`config.mk`:
```
export PLATFORM = sky130hd
export DESIGN_NAME = murmur_style_word_hash
export DESIGN_NICKNAME = d
export VERILOG_FILES = /design/src/rtl/mwh_pkg.sv /design/src/rtl/murmur_style_word_hash.sv /design/src/rtl/mwh_mix.sv
export SDC_FILE = /design/constraint.sdc
export NUM_CORES = 1
export LEC_CHECK = 0
export BUFFER_PORTS_ARGS = -buffer_cell sky130_fd_sc_hd__buf_2
export CAP_MARGIN = 20
export CORE_ASPECT_RATIO = 0.9
export CORE_UTILIZATION = 35
export CTS_BUF_LIST = sky130_fd_sc_hd__clkbuf_8
export CTS_CLUSTER_SIZE = 10
export DETAILED_ROUTE_END_ITERATION = 12
export PLACE_DENSITY = 0.6
export SYNTH_ARGS = -nofsm -noshare
export SYNTH_HDL_FRONTEND = slang
export SYNTH_SLANG_ARGS = --single-unit
export TNS_END_PERCENT = 1
```
`constraint.sdc`:
```
create_clock -name clk -period 13.1 [get_ports clk]
set_input_delay 1.31 -clock clk [delete_from_list [all_inputs] [get_ports clk]]
set_output_delay 1.31 -clock clk [all_outputs]
set_load 0.005 [all_outputs]
```
`src/rtl/mwh_pkg.sv`:
```
// Shared types and constants of the word hash block.
package mwh_pkg;

  localparam int unsigned WordW  = 32;
  localparam int unsigned CountW = 3;
  // Input beat payload rounded up to whole bytes.
  localparam int unsigned InDataW  = 40;
  localparam int unsigned OutDataW = 32;

  localparam logic [WordW-1:0] HashMul   = 32'h5bd1_e995;
  localparam int unsigned      WordShift = 16;
  localparam int unsigned      TailShift = 24;

  typedef struct packed {
    logic [WordW-1:0]  data_word;
    logic [CountW-1:0] byte_count;
    logic              last;
  } item_t;

endpackage

```
`src/rtl/murmur_style_word_hash.sv`:
```
// Top level of the word hash block: input register, mixing step and result register.
//
// A message arrives on the s_ channel as little-endian 32-bit words, one per
// beat, with the count of valid bytes beside each word and s_tlast on its
// final beat. Only the final beat may carry fewer than four bytes. The
// finished 32-bit hash leaves on the m_ channel as one beat per message.
//
// A beat is taken into the input register. A non-final beat is mixed into
// the running hash at the next clock edge. A final beat is mixed once the
// result register is free or being read; at that edge its hash is loaded
// into the result register and m_tvalid rises. The block accepts one beat
// every cycle while s_tready is high; the rate is set by the add, multiply
// and fold loop that feeds the running hash back into itself.
//
// While the receiver holds m_tready low the result waits in its register and
// the block goes on hashing non-final beats; a second final beat waits in the
// input register, and only then does s_tready fall.
//
// Reset clears the running hash to zero and empties both registers.
module murmur_style_word_hash (
  input  logic                           clk,
  input  logic                           rst,
  input  logic                           s_tvalid,
  output logic                           s_tready,
  input  logic [mwh_pkg::InDataW-1:0]    s_tdata,  // data_word[31:0], byte_count[34:32], zeros
  input  logic                           s_tlast,
  output logic                           m_tvalid,
  input  logic                           m_tready,
  output logic [mwh_pkg::OutDataW-1:0]   m_tdata   // hash_value[31:0]
);

  mwh_pkg::item_t            item_q;
  logic                      in_valid;
  logic [mwh_pkg::WordW-1:0] running_hash;
  logic [mwh_pkg::WordW-1:0] hash_next;
  logic [mwh_pkg::WordW-1:0] hash_value;
  logic                      out_free;
  logic                      advance;
  logic                      in_take;

  mwh_mix u_mix (
    .hash_in  (running_hash),
    .item     (item_q),
    .hash_out (hash_next)
  );

  assign out_free = !m_tvalid || m_tready;
  assign advance  = in_valid && (!item_q.last || out_free);
  assign s_tready = !in_valid || advance;
  assign in_take  = s_tvalid && s_tready;

  always_ff @(posedge clk) begin
    if (rst) begin
      in_valid <= 1'b0;
    end else if (in_take) begin
      in_valid <= 1'b1;
    end else if (advance) begin
      in_valid <= 1'b0;
    end
  end

  always_ff @(posedge clk) begin
    if (in_take) begin
      item_q.data_word  <= s_tdata[mwh_pkg::WordW-1:0];
      item_q.byte_count <= s_tdata[mwh_pkg::WordW+mwh_pkg::CountW-1:mwh_pkg::WordW];
      item_q.last       <= s_tlast;
    end
  end

  always_ff @(posedge clk) begin
    if (rst) begin
      running_hash <= '0;
    end else if (advance) begin
      running_hash <= item_q.last ? '0 : hash_next;
    end
  end

  always_ff @(posedge clk) begin
    if (rst) begin
      m_tvalid <= 1'b0;
    end else if (advance && item_q.last) begin
      m_tvalid <= 1'b1;
    end else if (m_tready) begin
      m_tvalid <= 1'b0;
    end
  end

  always_ff @(posedge clk) begin
    if (advance && item_q.last) begin
      hash_value <= hash_next;
    end
  end

  assign m_tdata = hash_value;

  a_reset_empty : assert property (@(posedge clk) rst |=> !m_tvalid && !in_valid)
    else $error("output or input register not empty after reset");

  a_clear_after_last : assert property (@(posedge clk) disable iff (rst)
    advance && item_q.last |=> running_hash == '0)
    else $error("running hash not cleared after a final beat");

  a_no_overwrite : assert property (@(posedge clk) disable iff (rst)
    in_valid && !advance |-> !s_tready)
    else $error("input register could be overwritten while it holds a beat");

  a_result_held : assert property (@(posedge clk) disable iff (rst)
    m_tvalid && !m_tready |=> m_tvalid && $stable(hash_value))
    else $error("stalled result changed or was dropped");

endmodule

```
`src/rtl/mwh_mix.sv`:
```
// Mix: add valid bytes, multiply by constant, fold high bits down; empty beat: hash kept.
module mwh_mix (
  input  logic [mwh_pkg::WordW-1:0] hash_in,
  input  mwh_pkg::item_t            item,
  output logic [mwh_pkg::WordW-1:0] hash_out
);

  logic [mwh_pkg::WordW-1:0] add_word;
  logic [mwh_pkg::WordW-1:0] sum;
  logic [mwh_pkg::WordW-1:0] prod;
  logic                      is_tail;
  logic                      is_empty;

  always_comb begin
    add_word = item.data_word;
    is_tail  = 1'b0;
    is_empty = 1'b0;
    case (item.byte_count)
      3'd0: begin
        is_empty = 1'b1;
      end
      3'd1: begin
        add_word = {24'h0, item.data_word[7:0]};
        is_tail  = 1'b1;
      end
      3'd2: begin
        add_word = {16'h0, item.data_word[15:0]};
        is_tail  = 1'b1;
      end
      3'd3: begin
        add_word = {8'h0, item.data_word[23:0]};
        is_tail  = 1'b1;
      end
      default: begin
        // Counts of four and above all take the full word.
        add_word = item.data_word;
      end
    endcase
  end

  assign sum  = hash_in + add_word;
  assign prod = sum * mwh_pkg::HashMul;

  always_comb begin
    if (is_empty) begin
      hash_out = hash_in;
    end else if (is_tail) begin
      hash_out = prod ^ (prod >> mwh_pkg::TailShift);
    end else begin
      hash_out = prod ^ (prod >> mwh_pkg::WordShift);
    end
  end

endmodule
```
# Word level (Yosys, flattened, before mapping)
# Index checks and enable logic that the tools add are counted.
dict set report totals {
  regBits 102
  latch_bits 0
  ram_bits 0
  mem_bits_ro 0
  inputBits 45
  out_inout_bits 34
  word_cells 37
  memories 0
}
dict set report op_classes {
  add_sub_neg 1
  multipliers 1
  div 0
  magnitude_cmp 0
  n_eq_ne 3
  shift 0
  mux 10
  n_bitwise 2
  reduce_logical 13
}
# op count
set ops {}
lappend ops {{$mux W32} 3}
lappend ops {{$pmux W32 S3} 1}
lappend ops {{$add A32 B32 Y32} 1}
lappend ops {{$mul A32 B31 Y32 const B} 1}
lappend ops {{$xor A32 B16 Y32} 1}
lappend ops {{$xor A32 B8 Y32} 1}
lappend ops {{$eq A3 B2 Y1 const B} 2}
lappend ops {{$mux W1} 6}
lappend ops {{$reduce_bool A2 Y1} 2}
lappend ops {{$eq A3 B1 Y1 const B} 1}
lappend ops {{$logic_and A1 B1 Y1} 3}
lappend ops {{$logic_not A1 Y1} 3}
lappend ops {{$logic_not A3 Y1} 1}
lappend ops {{$logic_or A1 B1 Y1} 3}
lappend ops {{$reduce_or A3 Y1} 1}

# Longest topological paths before layout
# Gate-level depths: netlist of the first run.
dict set report depth {
  word_depth 8
  depth_mapped 40
}

# Cells and area by module
# A second synthesis of the first run with hierarchy kept.
dict set report hier_totals {
  cells_unflattened 1458
  area_unflattened_um2 14533.9
}
# module n_inst cells_each area_per_inst_um2
set by_module_without_submodules {}
lappend by_module_without_submodules {mwh_mix 1 1306 11394.7}
lappend by_module_without_submodules {murmur_style_word_hash 1 152 3139.3}

# Least setup slack after synthesis of the first run
# OpenSTA, ideal clock, no wires.
dict set report synth_timing {
  kind {register to register}
  startpoint {register item_q[3] (netlist name)}
  endpoint {register hash_value, in the netlist m_tdata[7], data pin}
  setup_time_ns 0.260
  arrival_ns 9.862
  required_time_ns 12.840
  setup_slack_ns 2.978
  path_stages_with_launch 37
  n_path_buf 1
  period_less_slack_ns 10.122
  path_cell_list {edfxtp_1 nor3b_1 nor2b_1 ha_1 and4_1 nand3_1 o211ai_1 o31a_1 a21boi_0 o21bai_1 a21oi_1 xnor2_1 ha_1 xnor2_1 fa_1 inv_1 fa_1 fa_1 fa_1 fa_1 inv_1 fa_1 inv_1 ha_1 clkbuf_1 nand4_1 nor4_1 nand3_1 o21a_1 a41oi_1 a311o_1 xor2_1 xnor3_1 xnor3_1 o21ai_2 xnor2_1 mux2_4}
}
dict set report synth_between {
  elab_chain_len 7
}
# element line_no
set synth_rtl {}
lappend synth_rtl {{from (decl)} murmur_style_word_hash.sv:32} ;# mwh_pkg::item_t item_q;
lappend synth_rtl {{$eq A3 B2 Y1 / $eq A3 B1 Y1 (equally long branches)} mwh_mix.sv:18} ;# case (item.byte_count)
lappend synth_rtl {{$pmux W32 S3} mwh_mix.sv:18}
lappend synth_rtl {{$add A32 B32 Y32} mwh_mix.sv:41} ;# assign sum = hash_in + add_word;
lappend synth_rtl {{$mul A32 B31 Y32} mwh_mix.sv:42} ;# assign prod = sum * mwh_pkg::HashMul;
lappend synth_rtl {{$xor A32 B16 Y32 / $xor A32 B8 Y32 (equally long branches)} {mwh_mix.sv:50, mwh_mix.sv:48}}
lappend synth_rtl {{$mux W32} mwh_mix.sv:47} ;# end else if (is_tail) begin
lappend synth_rtl {{$mux W32 (*)} mwh_mix.sv:45} ;# if (is_empty) begin
lappend synth_rtl {{net hash_next (one bit)} murmur_style_word_hash.sv:35} ;# logic [mwh_pkg::WordW-1:0] hash_next;
lappend synth_rtl {{to (signal assigned)} murmur_style_word_hash.sv:90} ;# hash_value <= hash_next;
lappend synth_rtl {{to (decl)} murmur_style_word_hash.sv:36} ;# logic [mwh_pkg::WordW-1:0] hash_value;
# Mark *: on every way through the listed nets, which the timed path passes. The rest lies on a longest branch.
# A chain may end at the register's enable or synchronous reset.

# Final worst setup path of the first run
# Ends and elaborated chain as after synthesis.

==> flow_results.org, run 1 <==
** Die
- Measured along the x axis, the die boundary spans ~220 um.
- For this configuration, the core starts out at a cell density of a little over a third.
- The total area inside the core boundary comes to about 41000 um^2.
- The initialized floorplan defines 70 standard-cell rows.
- The floorplan step defined a die boundary enclosing approximately 42000 um^2.
- Number of top-level design ports :: 79
- Die Ht :: 195 um

** Placement
- Detailed-placement wirelength estimate :: 32200 um
- In this run the tool buffered the top-level ports with 73 buffer cells.
- Final RePlAce weighted congestion :: 0.925

** Timing
- Worst clock skew on the final layout :: 22.2 ps
- Post-route minimum period :: 11280 ps
- Maximum clock rate :: between 80 and 90 MHz
- Max Transition Viols Final :: 0
- Worst slew pin tran :: 879 ps
- TNS Setup :: 0 ps
- Setup repair after global routing left no endpoint under its margin.
- In this run the tightest slew margin relative to its limit is approximately two fifths.
- Setup violations remaining at the end of the flow were counted as 0.
- Total count of hold-check failures in the final report :: 0
- Final period utilization :: a little under nine tenths

** Clocking
- TritonCTS built the clock tree.
- Root buf cell :: clkbuf_8
- Counting along the longest clock path gives a buffer depth of 2.
- The H-tree was split into 3 levels.
- In this run, post-CTS repair resized a total of 0 instances.
- Clock latency on the worst-skew pair :: 380 ps
- Count of hold-fix buffers inserted at cts :: 0
- Once the clock tree was built, the setup fixing pass inserted 0 buffers.
- The clock net in this run drives a total of 102 sinks.
- TritonCTS buffer count :: 9
- Clock input transition at the sequential cells of the worst setup and hold paths :: 120 ps

** Synth
- Xor and xnor fraction of the mapped netlist area :: 7.07%
- Sorting the synthesized cells by how often they occur yields inv_1, ha_1, fa_1, nand2_1, xnor2_1.
- Total number of yosys warnings :: 0
- Total standard cell area after synthesis :: approximately 14000 um^2
- Compound-gate portion of the synthesized area :: 9.81%
- Synthesis-stage register bit count :: 102
- Average instance area after synthesis :: 9.67 um^2
- After synthesis, the largest family of logic cells by area is adder cells.
- Most area-hungry cell type in the Yosys netlist :: fa_1
- Counting every instance in the synthesized netlist gives between 1k and 1.5k.
- When the netlist entered floorplanning its net count stood at slightly below 2k.
- Sequential share of the synthesized area :: 18.8%
- Post-synth top flop :: edfxtp_1
- The synthesized design contains 68 enable-type register cells.
- Simple-gate share of the synthesized area :: 8.59%
- Share of Yosys cell area claimed by the top area cell type :: 24.5%
- Of the post-synthesis cell area, the part taken by muxes is 1.06%.
- Of all flip-flops after synthesis, the portion carrying an async set or reset was 0%.
- The number of different library cells used by synthesis comes to 60.
- Most repeated cell in the gate-level netlist after synthesis :: inv_1
- Synth area leaders :: fa_1, ha_1, edfxtp_1, inv_1, xnor2_1
- Of the total synthesized cell area, the portion taken by full adders, half adders and majority gates is between 40% and 50%.

** GRT
- Antenna violations before repair :: 3
- Global-route usage over all layers :: 18.7%
- After global routing the overflow that remains totals 0.
- Entering global routing, the biggest net connects 41 pins.
- First-pass GRT wire length :: 60100 um
- The number of global-route vias before repair came to 10.8k.

** Final layout
- The post-route netlist has 9.39% of its cells at a drive strength greater than 1.
- After the last flow step, the layout net total stands at 2053.
- The area growth from synthesis to layout is 10.1%.

** Setup path
- For the worst setup path, the data arrival time is 11440 ps.
- For flop-to-flop paths, the worst setup slack is 1820 ps.
- For the worst flop-to-flop path, the logic depth is 38.
- STA classifies the critical path endpoint as a flip-flop.
- CP max stage delay :: 580 ps
- On the critical path, the stage with the largest delay is an instance of fa_1.
- Destination of the worst register-to-register timing path :: m_tdata[7]$_DFFE_PP_
- Classification of the worst setup path :: flip-flop to flip-flop
- At the worst endpoint, the required time is 13250 ps.
- Crit-path max FO :: 8
- Most frequent cell on the critical path :: fa_1
- Critical Path Source Type :: flip-flop
- Reg-to-reg critical path startpoint :: item_q[3]$_DFFE_PP_

** Run
- Across the run, the number of max-cap violations was 0.

** Detailed routing
- Detailed routing inserted a total of 10.5k vias.
- Wire length per cell :: between 15 and 20 um
- Number of antenna-violating nets in the routed design :: 0
- Wires add up to 37900 um.
- After the first detailed-routing iteration, the DRC count stood at 555.
- For this run, the detailed router's first-pass iteration total came to 6.
- For this run, design rule violations remaining after detail routing come to 0.
- After detailed routing, the number of vias per cell comes to around 4.9.

** Min path
- Hold path cells :: 2
- For hold timing, the worst endpoint is running_hash[12]$_SDFFE_PP0P_.
- The worst hold path belongs to the class flip-flop to flip-flop.
- HP Start :: running_hash[12]$_SDFFE_PP0P_

** Run status
- Result of the run :: completed
==> area by class of cell <==
cell class | instances | area [um^2]
tap | 540 | 676
clock inverter | 7 | 70.1
clock buffer | 9 | 124
antenna | 2 | 5.00
sequential | 102 | 2720
fill | 4089 | 24800
multi-input combinational | 1024 | 10400
inverter | 353 | 1330
timing repair buffer | 103 | 594
==> cell families (layout without fill, tap and decap cells) <==
logic type / count (synthesis) / after routing
AND/OR/NAND/NOR: 265 / 265
other: 0 / 2
multiplexers: 14 / 14
flip-flops: 102 / 102
AO/OA/AOI/OAI: 217 / 217
buffers and inverters: 373 / 472
adder cells (fa/ha/maj): 415 / 415
XOR/XNOR: 113 / 113
==> through the flow <==
stage	instances	hold slack, ps	setup WS, ps	util, %	cell area [um^2]
CTS	2137	497	1880	39.1	15900
global placement	2120	473	2040	38.6	15700
floorplan	1499	444	2980	-	14500
finish	2140	499	1820	39.2	15900
detailed placement	2121	480	1930	38.7	15700
global route	2138	545	1240	39.1	15900
==> flip-flops by register name (all words and copies together), names as in the netlist <==
| signal | flops |
|---|---|
| running_hash | 32 |
| m_tvalid | 1 |
| m_tdata | 32 |
| item_q | 36 |
| in_valid | 1 |
==> placed cells by master, fill, tap and decap left out, types with 13 or more instances in the layout <==
cell      count
inv_1       353
ha_1        238
fa_1        177
nand2_1      90
xnor2_1      75
buf_2        73
nor2_1       69
edfxtp_1     68
a21oi_1      58
o21ai_0      44
dfxtp_1      34
xor2_1       29
buf_4        29
nor2b_1      26
and2_1       23
a21o_1       20
nand3_1      13
a22oi_1      13
==> how the worst max path moves through the flow <==
stage	start	to	slack, ps	cells after the start
floorplan	item_q[3]$_DFFE_PP_	m_tdata[7]$_DFFE_PP_	2980	36
global placement	item_q[3]$_DFFE_PP_	m_tdata[7]$_DFFE_PP_	2040	38
detailed placement	item_q[3]$_DFFE_PP_	m_tdata[7]$_DFFE_PP_	1930	38
CTS	item_q[3]$_DFFE_PP_	m_tdata[7]$_DFFE_PP_	1880	38
global route	item_q[3]$_DFFE_PP_	m_tdata[7]$_DFFE_PP_	1240	38
finish	item_q[3]$_DFFE_PP_	m_tdata[7]$_DFFE_PP_	1820	38
==> worst max-delay path, delay by kind of cell (launching register included) <==
family	cells	cell delay [ps]
flops	1	520
compound gates	9	2540
fa+ha+maj	10	4300
mux	1	270
buf+inv	6	620
simple gates	7	1520
xor+xnor	5	1270
==> layer usage <==
metal	routed length [um]	share of wire, %	vias to the layer above	GRT usage, %
met5	9	0.024	-	0
met3	2530	6.7	44	3.43
met2	17100	45	268	29.6
met4	700	1.8	2	3.91
met1	17600	46	5111	26.6
li1	-	-	5053	-
Power of run 1 is not shown: default switching activity piles up to over one toggle a cycle in this logic, so the estimate is an artifact.
==> inputs of run 2 (changes only) <==
- clock period: 13.1 -> 11.39 ns (I/O delays scaled with it)
==> run 2 against run 1 <==
  * Clock-buffer cell count unchanged
  * Worst hold slack worse by 1.7 ps
  * Fmax up 4.9%
  * Via count down 0.75%
  * Wire length up 0.44%
  * Critical path type unchanged
==> flow_results.org, run 2 (synthesis gave the netlist of run 1 again) <==
** GRT
- First-pass GRT wire length :: 60100 um (about the same)
- Antenna violations before repair :: 0 (-3)
- The total routing usage reported by global routing came to 18.7% (about the same).
- The total overflow reported by the global router was 0 (unchanged).
- Maximum number of pins on one net before global-route repair :: 41 (unchanged)
- The number of global-route vias before repair is 10.9k (+0.55%).

** Die
- The die height was 195 um (unchanged).
- The starting density of the core was 35.6% (unchanged).
- The die span in x was 216 um (unchanged).
- The core area came to 40700 um^2 (unchanged).
- Number of top-level design ports :: 79 (unchanged)
- Die Outline Area :: 42200 um^2 (unchanged)
- Placement Rows :: 70 (unchanged)

** Setup path
- The endpoint identified for the worst register-to-register timing path is m_tdata[7]$_DFFE_PP_.
- The data arrival time of the worst path was 10890 ps (-550 ps).
- Classification of the worst setup path :: flip-flop to flip-flop
- The startpoint identified for the worst register-to-register timing path is item_q[3]$_DFFE_PP_.
- Critical Path Slowest Stage Cell :: fa_1
- Crit-path max FO :: 8 (unchanged)
- Levels on crit path :: 38 (unchanged)
- STA classifies the critical path startpoint as a flip-flop.
- Among the stages of the critical path, the cell type that occurs most often is fa_1.
- Count of buffer and inverter cells on the critical path :: 6 (unchanged)
- Data required, critical path :: 11530 ps (-1720 ps)
- Top cell family by delay on the critical path :: adder cells
- STA classifies the critical path endpoint as a flip-flop.
- The worst reg-to-reg setup slack is 640 ps (-1180 ps).
- The depth of the most critical reg-to-reg path is 38 (unchanged).
- CP max stage delay :: 590 ps (about the same)

** Final layout
- The antenna diode instance count is 0 (-2).
- The area growth from synthesis to layout is 10.3%.
- Leaving out fill and tap cells, the most frequent cell in the layout is inv_1.
- Commonest cells after routing, fill and taps aside :: inv_1, ha_1, fa_1
- Net count, final :: 2055 (+0.097%)
- The flip-flop count of the largest register after layout is 36 (unchanged).
- Fraction of layout instances using a drive strength above 1 :: 9.44% (+0.051 points)
- Register with the most flip-flops :: item_q
- Fill count :: 4063 (-0.64%)

** Detailed routing
- The first-pass detailed-route iteration total came to 5 (-1).
- Wire length per cell :: 17.8 um (+0.44%)
- Top layer reached by signal wires :: met4
- Count of routing violations after the opening detailed-route iteration :: 593 (+6.8%)
- Wire length on met3 :: 1940 um (-23%)
- Routed wire length :: 38100 um (+0.44%)
- The number of routed nets with antenna violations was 0 (unchanged).
- Wire length on met1 :: 17900 um (+1.4%)
- Met2 Routed Length :: 17700 um (+3.6%)
- The via count came to 10.4k (-0.75%).
- Number of vias per cell after detailed routing :: 4.86 (-0.75%)
- Remaining DRCs :: 0 (unchanged)

** Clocking
- Clock input transition at the sequential cells of the worst setup and hold paths :: 110 ps (about the same)
- TritonCTS buffer count :: 9 (unchanged)
- Clock latency on the worst-skew pair :: 380 ps (about the same)
- The number of clock sinks seen by CTS came to 102 (unchanged).
- Clock Path Buffers :: 2 (unchanged)
- The number of hold-repair buffers added at the cts stage came to 0 (unchanged).
- The number of levels in the clock H-tree was 3 (unchanged).
- Clock tree from TritonCTS :: built
- Root buf cell :: clkbuf_8

** Timing
- The number of hold-slack violations in the final timing report came to 0 (unchanged).
- Worst slew pin tran :: 982 ps (+104 ps)
- The final setup violation count is 0 (unchanged).
- TNS Setup :: 0 ps (unchanged)
- Setup repair after global routing left no endpoint under its margin.
- Worst clock skew on the final layout :: 20.4 ps (-1.78 ps)
- Max-Slew Margin vs Limit :: 33.8% (-7.0 points)
- Post-route minimum period :: 10750 ps (-531 ps)
- The final clock period utilization by the worst path came to 94.4% (+8.3 points).
- Maximum clock rate :: 93.0 MHz (+4.9%)
- The max-slew violation count was 0 (unchanged).

** Placement
- The half-perimeter wire length of the detailed placement result is 32600 um (+1.3%).
- The weighted congestion at the end of routability-driven global placement came to 0.920 (-0.55%).
- The total of buffers placed on input and output ports is 73 (unchanged).

** Run status
- Result of the run :: completed

** Min path
- The depth of the worst hold-timing path was 2 (unchanged).
- The path class of the tightest hold or removal check is flip-flop to flip-flop.
- The worst hold path begins at running_hash[12]$_SDFFE_PP0P_.
- Worst hold endpoint :: running_hash[12]$_SDFFE_PP0P_

** Run
- The number of violations of the max-capacitance limit came to 0 (unchanged).
[run 2: changes by cell type in the layout (fill, tap and decap cells not counted), moves of 2 or more]
cell / previous run / this run
buf_4: 29 / 32
clkinv_4: 0 / 2
clkinv_8: 0 / 2
diode_2: 2 / 0
inv_6: 2 / 0
inv_8: 4 / 2
xnor2_1: 75 / 77
xnor2_2: 7 / 5
[run 2: how the worst max path moves through the flow]
stage	startpoint	end	slack, ps
floorplan	item_q[3]$_DFFE_PP_	m_tdata[7]$_DFFE_PP_	1270
global placement	item_q[3]$_DFFE_PP_	m_tdata[7]$_DFFE_PP_	670
detailed placement	item_q[3]$_DFFE_PP_	m_tdata[7]$_DFFE_PP_	570
CTS	item_q[3]$_DFFE_PP_	m_tdata[7]$_DFFE_PP_	500
global route	item_q[3]$_DFFE_PP_	m_tdata[7]$_DFFE_PP_	140
finish	item_q[3]$_DFFE_PP_	m_tdata[7]$_DFFE_PP_	640
[run 2: through the flow]
stage          instances  area, um^2  utilization, %  hold WS (ps)  setup slack (ps)
2_1_floorplan       1499       14500               -           444              1270
3_3_place_gp        2123       15700            38.6           471               674
3_5_place_dp        2123       15700            38.6           487               568
4_1_cts             2139       16000            39.2           501               499
5_1_grt             2140       16000            39.2           530               144
6_report            2140       16000            39.2           497               639
[run 2: worst register-to-register path, delay by kind of cell (launching register included)]
kind | cells | cell delay [ps]
fa+ha+maj | 10 | 4300
flops | 1 | 500
buf+inv | 6 | 610
simple gates | 7 | 1410
compound gates | 9 | 2150
mux | 1 | 270
xor+xnor | 5 | 1290
[run 2: cell type report]
type | instances | area (um^2) | share of cell area, %
Clock buffer | 9 | 124 | 0.775
Clock inverter | 7 | 103 | 0.642
Inverter | 353 | 1330 | 8.29
Multi-Input combinational cell | 1024 | 10400 | 65.2
Sequential cell | 102 | 2720 | 17.0
Tap cell | 540 | 676 | 4.23
Timing Repair Buffer | 105 | 606 | 3.79
[run 2: timing repair]
action / 4_1_cts / 5_1_grt
gates resized for setup: 0 / 1
setup buffers: 0 / 0
setup endpoints to repair: 0 / 2
[run 2: layer usage]
metal  global-route usage [%]  up-vias
met5                        0        -
met4                     3.23        0
met3                     3.22       41
met2                     30.5      185
met1                     26.2     5126
li1                         -     5047
Power of run 2 is left out for the same reason.
